--- src/rtl/gef_pkg.sv ---
// shared types, codes and helpers for the glob entry filter
`default_nettype none

package gef_pkg;

  // pattern store depth the top level defaults to
  localparam int unsigned PATTERN_DEPTH_DEFAULT = 64;

  // widths of the configuration port
  localparam int unsigned CFG_INDEX_W = 3;
  localparam int unsigned CFG_DATA_W  = 32;

  // characters with a meaning of their own
  localparam logic [7:0] CHAR_STAR   = 8'h2A;
  localparam logic [7:0] CHAR_QMARK  = 8'h3F;
  localparam logic [7:0] CHAR_DOT    = 8'h2E;
  localparam logic [7:0] CHAR_UPPER_A = 8'h41;
  localparam logic [7:0] CHAR_UPPER_Z = 8'h5A;
  localparam logic [7:0] CASE_OFFSET  = 8'd32;

  typedef enum logic {
    OP_PAT_WRITE = 1'b0,
    OP_NAME_CHAR = 1'b1
  } gef_op_e;

  typedef enum logic [CFG_INDEX_W-1:0] {
    CFG_PATTERN_LENGTH = 3'd0,
    CFG_CASE_SENSITIVE = 3'd1,
    CFG_TYPE_FILTER    = 3'd2,
    CFG_MIN_SIZE       = 3'd3,
    CFG_MAX_SIZE       = 3'd4
  } gef_cfg_e;

  typedef struct packed {
    gef_op_e     op;
    logic [5:0]  pattern_index;
    logic [7:0]  char_value;
    logic        last_char;
    logic        entry_type;
    logic [31:0] entry_size;
  } gef_in_t;

  typedef struct packed {
    logic matched;
    logic name_ok;
    logic type_ok;
    logic size_ok;
    logic dot_entry;
  } gef_out_t;

  // one step handed to the matcher
  typedef struct packed {
    logic       pat_we;
    logic       name_step;
    logic       last;
    logic [5:0] pattern_index;
    logic [7:0] char_value;
  } gef_step_t;

  // what the matcher reports for the step in flight
  typedef struct packed {
    logic name_ok;
    logic dot_entry;
  } gef_stat_t;

  // fold A-Z to lower case unless compares are exact
  function automatic logic [7:0] fold_char(input logic [7:0] c, input logic exact);
    logic [7:0] r;
    r = c;
    if (!exact && c >= CHAR_UPPER_A && c <= CHAR_UPPER_Z) begin
      r = c + CASE_OFFSET;
    end
    return r;
  endfunction

endpackage

`default_nettype wire

--- src/rtl/gef_nfa.sv ---
// pattern store, nfa active set and dot-name tracker
`default_nettype none

module gef_nfa import gef_pkg::*; #(
  parameter int unsigned PatternDepth = PATTERN_DEPTH_DEFAULT
) (
  input  wire logic      clk_i,
  input  wire logic      rst_ni,
  input  wire gef_step_t step_i,
  input  wire logic [5:0] pattern_length_i,
  input  wire logic      case_sensitive_i,
  output gef_stat_t      stat_o
);

  localparam int unsigned MaxLen = (PatternDepth > 63) ? 63 : PatternDepth;
  localparam int unsigned AW     = MaxLen + 1;
  localparam int unsigned NW     = $clog2(AW);
  localparam int unsigned IdxW   = $clog2(PatternDepth);

  typedef enum logic [3:0] {
    DOT_NONE  = 4'b0001,
    DOT_ONE   = 4'b0010,
    DOT_TWO   = 4'b0100,
    DOT_OTHER = 4'b1000
  } dot_e;

  logic [7:0]    pat_q [PatternDepth];
  logic [AW-1:0] active_q, active_d;
  dot_e          dot_q, dot_d, dot_nx;

  logic [NW-1:0] n_eff;
  logic [AW-1:0] pos_mask, pass_v, s_cl, t_raw, t_cl;
  logic [7:0]    fc;

  // star runs pass activity forward: log-depth prefix over the positions
  function automatic logic [AW-1:0] closure(input logic [AW-1:0] s,
                                            input logic [AW-1:0] p_in);
    logic [AW-1:0] x;
    logic [AW-1:0] p;
    x = s;
    p = p_in;
    for (int unsigned d = 1; d < AW; d = d * 2) begin
      x = x | ((x & p) << d);
      p = p & (p >> d);
    end
    return x;
  endfunction

  always_comb begin
    n_eff = (pattern_length_i > 6'(MaxLen)) ? NW'(MaxLen) : NW'(pattern_length_i);
    fc    = fold_char(step_i.char_value, case_sensitive_i);
    pos_mask = '0;
    pass_v   = '0;
    for (int unsigned j = 0; j < AW; j++) begin
      pos_mask[j] = (NW'(j) <= n_eff);
    end
    for (int unsigned i = 0; i < AW - 1; i++) begin
      pass_v[i] = (NW'(i) < n_eff) && (pat_q[i] == CHAR_STAR);
    end
    s_cl  = closure(active_q & pos_mask, pass_v);
    t_raw = '0;
    for (int unsigned i = 0; i < AW - 1; i++) begin
      if (s_cl[i] && (NW'(i) < n_eff)) begin
        if (pat_q[i] == CHAR_STAR) begin
          t_raw[i] = 1'b1;
        end else if (pat_q[i] == CHAR_QMARK || fold_char(pat_q[i], case_sensitive_i) == fc) begin
          t_raw[i+1] = 1'b1;
        end
      end
    end
    t_cl = closure(t_raw, pass_v);
  end

  always_comb begin
    unique case (dot_q)
      DOT_NONE: dot_nx = (step_i.char_value == CHAR_DOT) ? DOT_ONE : DOT_OTHER;
      DOT_ONE:  dot_nx = (step_i.char_value == CHAR_DOT) ? DOT_TWO : DOT_OTHER;
      default:  dot_nx = DOT_OTHER;
    endcase
  end

  always_comb begin
    active_d = active_q;
    dot_d    = dot_q;
    if (step_i.name_step) begin
      active_d = step_i.last ? AW'(1) : t_cl;
      dot_d    = step_i.last ? DOT_NONE : dot_nx;
    end
  end

  assign stat_o.name_ok   = (n_eff == '0) || t_cl[n_eff];
  assign stat_o.dot_entry = (dot_nx == DOT_ONE) || (dot_nx == DOT_TWO);

  always_ff @(posedge clk_i or negedge rst_ni) begin
    if (!rst_ni) begin
      active_q <= AW'(1);
      dot_q    <= DOT_NONE;
    end else begin
      active_q <= active_d;
      dot_q    <= dot_d;
    end
  end

  // writes beyond the store depth are dropped
  always_ff @(posedge clk_i) begin
    if (step_i.pat_we && (7'(step_i.pattern_index) < 7'(PatternDepth))) begin
      pat_q[step_i.pattern_index[IdxW-1:0]] <= step_i.char_value;
    end
  end

endmodule

`default_nettype wire

--- src/rtl/glob_entry_filter_top.sv ---
// top level of the glob entry filter: handshakes, configuration and result checks
`default_nettype none

// Glob entry filter. Load a glob pattern ('*' any run, '?' one character)
// with pattern-write beats, then stream each entry name one byte per beat;
// the beat that carries the last byte also carries the entry type and size
// and yields exactly one result beat with the name, type and size verdicts.
// Every other beat yields nothing. The block takes one input beat per clock
// cycle: a beat sits in the input register, where the whole nfa
// update over all pattern positions is done in a single step, and a last
// byte then moves into the result register. The only stall is a last byte
// that finds the result register still full and not being drained in that
// cycle. Names "." and ".." never match; pattern length 0 disables the name
// test. Configuration writes are taken at any cycle (ready is always high)
// and must only be issued while no beat is in flight.

module glob_entry_filter_top import gef_pkg::*; #(
  parameter int unsigned PatternDepth = PATTERN_DEPTH_DEFAULT
) (
  input  wire logic                   clk_i,
  input  wire logic                   rst_ni,
  // input beats
  input  wire logic                   in_valid_i,
  output logic                        in_ready_o,
  input  wire gef_in_t                in_data_i,
  // result beats
  output logic                        out_valid_o,
  input  wire logic                   out_ready_i,
  output gef_out_t                    out_data_o,
  // configuration writes
  input  wire logic                   cfg_valid_i,
  output logic                        cfg_ready_o,
  input  wire logic [CFG_INDEX_W-1:0] cfg_index_i,
  input  wire logic [CFG_DATA_W-1:0]  cfg_data_i
);

  // configuration registers
  logic [5:0]  pattern_length_q;
  logic        case_sensitive_q;
  logic [1:0]  type_filter_q;
  logic [31:0] min_size_q;
  logic [31:0] max_size_q;

  // input register
  gef_in_t   s1_q;
  logic      s1_valid_q;
  logic      s1_has_result;
  logic      s1_go;

  // result register
  gef_out_t  out_q, out_d;
  logic      out_valid_q, out_valid_d;

  gef_step_t step;
  gef_stat_t stat;
  logic      type_ok, size_ok;

  assign cfg_ready_o = 1'b1;

  always_ff @(posedge clk_i or negedge rst_ni) begin
    if (!rst_ni) begin
      pattern_length_q <= '0;
      case_sensitive_q <= 1'b0;
      type_filter_q    <= 2'b11;   // any type
      min_size_q       <= '0;
      max_size_q       <= '0;
    end else if (cfg_valid_i && cfg_ready_o) begin
      unique case (cfg_index_i)
        CFG_PATTERN_LENGTH: pattern_length_q <= cfg_data_i[5:0];
        CFG_CASE_SENSITIVE: case_sensitive_q <= cfg_data_i[0];
        CFG_TYPE_FILTER:    type_filter_q    <= cfg_data_i[1:0];
        CFG_MIN_SIZE:       min_size_q       <= cfg_data_i;
        CFG_MAX_SIZE:       max_size_q       <= cfg_data_i;
        default: ;          // unused indexes are ignored
      endcase
    end
  end

  // only a last name byte needs room in the result register
  assign s1_has_result = (s1_q.op == OP_NAME_CHAR) && s1_q.last_char;
  assign s1_go         = s1_valid_q && (!s1_has_result || !out_valid_q || out_ready_i);
  assign in_ready_o    = !s1_valid_q || s1_go;

  always_ff @(posedge clk_i or negedge rst_ni) begin
    if (!rst_ni) begin
      s1_valid_q <= 1'b0;
    end else if (in_ready_o) begin
      s1_valid_q <= in_valid_i;
    end
  end

  always_ff @(posedge clk_i) begin
    if (in_ready_o && in_valid_i) begin
      s1_q <= in_data_i;
    end
  end

  // the matcher commits its state only when the beat leaves the input register
  always_comb begin
    step.pat_we        = s1_go && (s1_q.op == OP_PAT_WRITE);
    step.name_step     = s1_go && (s1_q.op == OP_NAME_CHAR);
    step.last          = s1_q.last_char;
    step.pattern_index = s1_q.pattern_index;
    step.char_value    = s1_q.char_value;
  end

  gef_nfa #(
    .PatternDepth(PatternDepth)
  ) u_nfa (
    .clk_i,
    .rst_ni,
    .step_i           (step),
    .pattern_length_i (pattern_length_q),
    .case_sensitive_i (case_sensitive_q),
    .stat_o           (stat)
  );

  // type filter: a negative code passes everything
  assign type_ok = type_filter_q[1] || (s1_q.entry_type == type_filter_q[0]);

  // size limits apply to files only; a zero limit is off
  always_comb begin
    size_ok = 1'b1;
    if (!s1_q.entry_type) begin
      if ((min_size_q != '0) && (s1_q.entry_size < min_size_q)) begin
        size_ok = 1'b0;
      end
      if ((max_size_q != '0) && (s1_q.entry_size > max_size_q)) begin
        size_ok = 1'b0;
      end
    end
  end

  always_comb begin
    out_d       = out_q;
    out_valid_d = out_valid_q;
    if (out_ready_i) begin
      out_valid_d = 1'b0;
    end
    if (s1_go && s1_has_result) begin
      out_valid_d       = 1'b1;
      out_d.name_ok     = stat.name_ok;
      out_d.type_ok     = type_ok;
      out_d.size_ok     = size_ok;
      out_d.dot_entry   = stat.dot_entry;
      out_d.matched     = stat.name_ok && type_ok && size_ok && !stat.dot_entry;
    end
  end

  always_ff @(posedge clk_i or negedge rst_ni) begin
    if (!rst_ni) begin
      out_valid_q <= 1'b0;
    end else begin
      out_valid_q <= out_valid_d;
    end
  end

  always_ff @(posedge clk_i) begin
    out_q <= out_d;
  end

  assign out_valid_o = out_valid_q;
  assign out_data_o  = out_q;

endmodule

`default_nettype wire
--- config.mk ---
export PLATFORM = sky130hd
export DESIGN_NAME = glob_entry_filter_top
export DESIGN_NICKNAME = d
export VERILOG_FILES = /design/src/rtl/gef_pkg.sv /design/src/rtl/gef_nfa.sv /design/src/rtl/glob_entry_filter_top.sv
export SDC_FILE = /design/constraint.sdc
export NUM_CORES = 2
export LEC_CHECK = 0
export ABC_CLOCK_PERIOD_IN_PS = 8300
export BUFFER_PORTS_ARGS = -buffer_cell sky130_fd_sc_hd__buf_2
export CORE_AREA = 4 4 463 350
export DETAILED_ROUTE_END_ITERATION = 8
export DIE_AREA = 0 0 467 354
export SLEW_MARGIN = 30
export SYNTH_ARGS = -nofsm -noshare
export SYNTH_HDL_FRONTEND = slang
export SYNTH_HIERARCHICAL = 1
export SYNTH_SLANG_ARGS = --single-unit
--- constraint.sdc ---
create_clock -name clk_i -period 8.3 [get_ports clk_i]
set_input_delay 0 -clock clk_i [delete_from_list [all_inputs] [get_ports clk_i]]
set_output_delay 0 -clock clk_i [all_outputs]
set_load 0.005 [all_outputs]
==> results.yml <==
routing:
  routedWlPerCell_um: 26.4
  drt_first_pass_iters: 6
  vias: 44012
  dr_wl_met2_mm: 79.4
  highest_layer: "met5"
  drt-total-wl_mm: 195
  ant_nets: 0
  wl_met3_mm: 22.0
  drtIter0Drc: 5752
  drcViolationCount: 0
  wl_met1_mm: 87.7
  vias_per_cell: 5.94
setup_path:
  end_kind: "flop"
  path_cells: "or4_1 -> nand2b_4 -> o211a_2 -> a211oi_4 -> buf_4 -> o21ai_1 -> a2111oi_0 -> buf_4 -> or4b_1 -> a2bb2oi_1 -> buf_4 -> or2_1 -> a21o_1 -> a221o_1 -> a221oi_1 -> o221a_2 -> o21bai_1 -> a211o_1 -> o211a_1 -> nor4_1 -> o2111ai_1 -> buf_4 -> nand2b_1 -> nor4b_2"
  cp.required_ns: 8.73
  slowest_delay_ns: 0.91
  worstPathMaxFanout: 17
  cp_slowest_cell: "or4_1"
  start_kind: "flop"
  regToRegSetupSlack_ns: 0.27
  path_common_cell: "buf_4"
  arrival_ns: 8.46
  path_class: "flop to flop"
synth:
  syn_nets: 5115
  yosys_warnings: 6
  synthArstFlopShare_pct: 20.3
  syn_avg_cell_area_um2: 9.60
  syn_inst: 4899
  synth_edf_count: 558
  ys_seq_elements: 700
  synth_area_um2: 47000
  synth_cell_type_count: 123
  synth-seq-area-share_pct: 43.2
  synth_top_flop_cell: "edfxtp_1"
die:
  dieHeight_um: 354
  initial_utilization_pct: 29.9
  rows: 126
  core_um2: 157000
  die_area_um2: 165000
  die_w_um: 467
  io_pins: 97
power:
  p_total_mw: 9.32
  ir_drop_v: 0.000175
  pwr_density_cell_nw_per_um2: 169
  cellLeakagePower_nw: 18.9
final_layout:
  area_delta_synth_final_pct: 17.2
  mostFrequentLayoutCells: "558 x edfxtp_1, 458 x nor2_1, 360 x nand2_1"
  nets: 5451
  final_common_cell: "edfxtp_1"
  drive_above_1_share_pct: 10.8
  fillers: 15820
timing:
  rsz0062_at_grt: "false"
  fin_crit_sh_pct: 96.8
  slew_headroom_pct: 26.6
  finalCriticalPeriod_ns: 8.03
  max_freq_ghz: 0.124
  finalSetupViolCount: 0
  hold_violations: 0
  hold_slack_ns: 0.0474
  slew_viol_final: 0
  worst_pin_slew_ns: 1.10
  skew_ns: 0.0443
status:
  status: "finished clean"
clock_tree:
  cts_tree: "done"
  clock_path_buffers: 3
  cts_buffers: 79
  clkTransAtPathRegs_ns: 0.07
  cts_resized: 0
  cts_max_level: 3
  clkLatencyLatePin_ns: 0.71
  cts_num_sinks: 700
  cts-root-buf: "clkbuf_16"
run:
  max_cap_violations: 0
global_route:
  grt_pass1_vias: 40941
  track_usage_pct: 22.7
  grt_max_degree: 101
  grt_pass1_wl_mm: 282
  grt-ovfl-total: 0
  grt_antenna_before_repair: 5
placed_design:
  portBuffers: 95
  gp_congestion: 1.07
  hpwl_mm: 144
worst_hold_path:
  hold_path.class: "input pin to flop"
==> cell usage after synthesis, types with 18 or more instances <==
cell | number | area, µm²
edfxtp_1 | 558 | 16800
nor2_1 | 461 | 1730
nand2_1 | 361 | 1360
xnor2_1 | 267 | 2340
a21oi_1 | 254 | 1270
nor3_1 | 234 | 1170
nand3_1 | 217 | 1090
xor2_1 | 214 | 1870
inv_1 | 195 | 732
o21ai_0 | 172 | 861
dfrtp_1 | 138 | 3450
ha_1 | 127 | 1590
nand4_1 | 115 | 719
a31oi_1 | 114 | 713
nor4_1 | 90 | 563
a21o_1 | 88 | 661
clkbuf_1 | 81 | 304
and3_1 | 55 | 344
buf_2 | 54 | 270
a41oi_1 | 51 | 447
or3_1 | 49 | 307
nor4b_1 | 43 | 377
nor4bb_1 | 43 | 430
o31ai_1 | 43 | 323
and2_1 | 41 | 257
o211ai_1 | 41 | 308
or4_1 | 39 | 293
mux2_1 | 34 | 383
o22ai_1 | 32 | 200
o21ai_1 | 31 | 155
a211oi_1 | 29 | 218
nand2b_1 | 29 | 181
nor3b_1 | 29 | 218
nor2b_1 | 27 | 169
o21a_1 | 26 | 195
o2bb2ai_1 | 26 | 228
or2_2 | 26 | 163
o2111ai_1 | 25 | 219
o21bai_1 | 25 | 188
o41ai_1 | 24 | 210
a2111oi_0 | 23 | 201
a22o_1 | 21 | 184
buf_1 | 18 | 67.6
==> layer usage <==
layer / up-vias / global-route usage [%]
li1: 19437 / -
met1: 21768 / 33.1
met2: 2403 / 32.3
met3: 398 / 6.43
met4: 6 / 6.71
met5: - / 0
==> sequential cells by signal, summed over array words and instances, names as in the netlist <==
signal / cells
pattern_length_q: 6
s1_q: 49
max_size_q: 32
case_sensitive_q: 1
u_nfa/pat_q: 504
s1_valid_q: 1
u_nfa/active_q: 63
min_size_q: 32
u_nfa/dot_q: 4
out_valid_o: 1
out_data_o: 5
type_filter_q: 2
==> per-stage QoR <==
step,cells,setup TNS (ns),worst slack (ns),instance area [µm²],utilization (%)
2_1_floorplan,4899,0,2.30,47000,-
3_5_place_dp,7137,0,0.623,51100,32.5
6_report,7412,0,0.268,55100,35.1
5_1_grt,7411,0,0.157,55100,35.1
4_1_cts,7411,0,0.580,55100,35.0
3_3_place_gp,7136,-0.324,-0.324,51000,32.5
==> critical path: cells and delay by family (launching register included) <==
kind	cells	cell delay (ns)
compound gates	13	4.22
buf+inv	4	0.93
flops	1	0.58
simple gates	7	1.99
==> kinds of logic after synthesis <==
group / synth area share, %
AND/OR/NAND/NOR: 21.5
adder cells (fa/ha/maj): 3.38
multiplexers: 1.09
flip-flops: 43.2
other: 0.00798
AO/OA/AOI/OAI: 18.6
buffers and inverters: 3.29
XOR/XNOR: 8.96
==> power by group <==
group / switching [mW] / internal (mW)
sequential: 0.126 / 3.91
combinational: 1.09 / 0.495
clock: 1.56 / 2.15
==> layout make-up <==
| class | instances | area, µm² | share of cell area (%) |
|---|---|---|---|
| Multi-Input combinational cell | 3831 | 25300 | 45.9 |
| Timing Repair Buffer | 427 | 3410 | 6.18 |
| Tap cell | 2112 | 2640 | 4.79 |
| Antenna cell | 1 | 2.50 | 0.00454 |
| Inverter | 196 | 736 | 1.33 |
| Sequential cell | 700 | 20300 | 36.9 |
| Clock buffer | 96 | 2120 | 3.85 |
| Clock inverter | 49 | 583 | 1.06 |
==> worst paths after layout <==
| path | from | endpoint | cells after the start |
|---|---|---|---|
| worst min register to register | u_nfa/dot_q[3] | u_nfa/dot_q[3] | 1 |
| min in group asynchronous | rst_ni | u_nfa/active_q[10] | 3 |
| max in group asynchronous | rst_ni | pattern_length_q[3] | 4 |
| worst max-delay path | pattern_length_q[3] | out_data_o[4] | 24 |
| worst max register to register | pattern_length_q[3] | out_data_o[4] | 24 |
| worst min-delay path | in_data_i[43] | s1_q[43] | 2 |
==> what timing repair did <==
| action | 4_1_cts | 5_1_grt |
|---|---|---|
| hold buffers | 129 | 0 |
| buffers inserted | 0 | 0 |
| endpoints found under the setup margin | 0 | 0 |
| hold endpoints to repair | 204 | 0 |
Power figures use the tool's default switching activity.
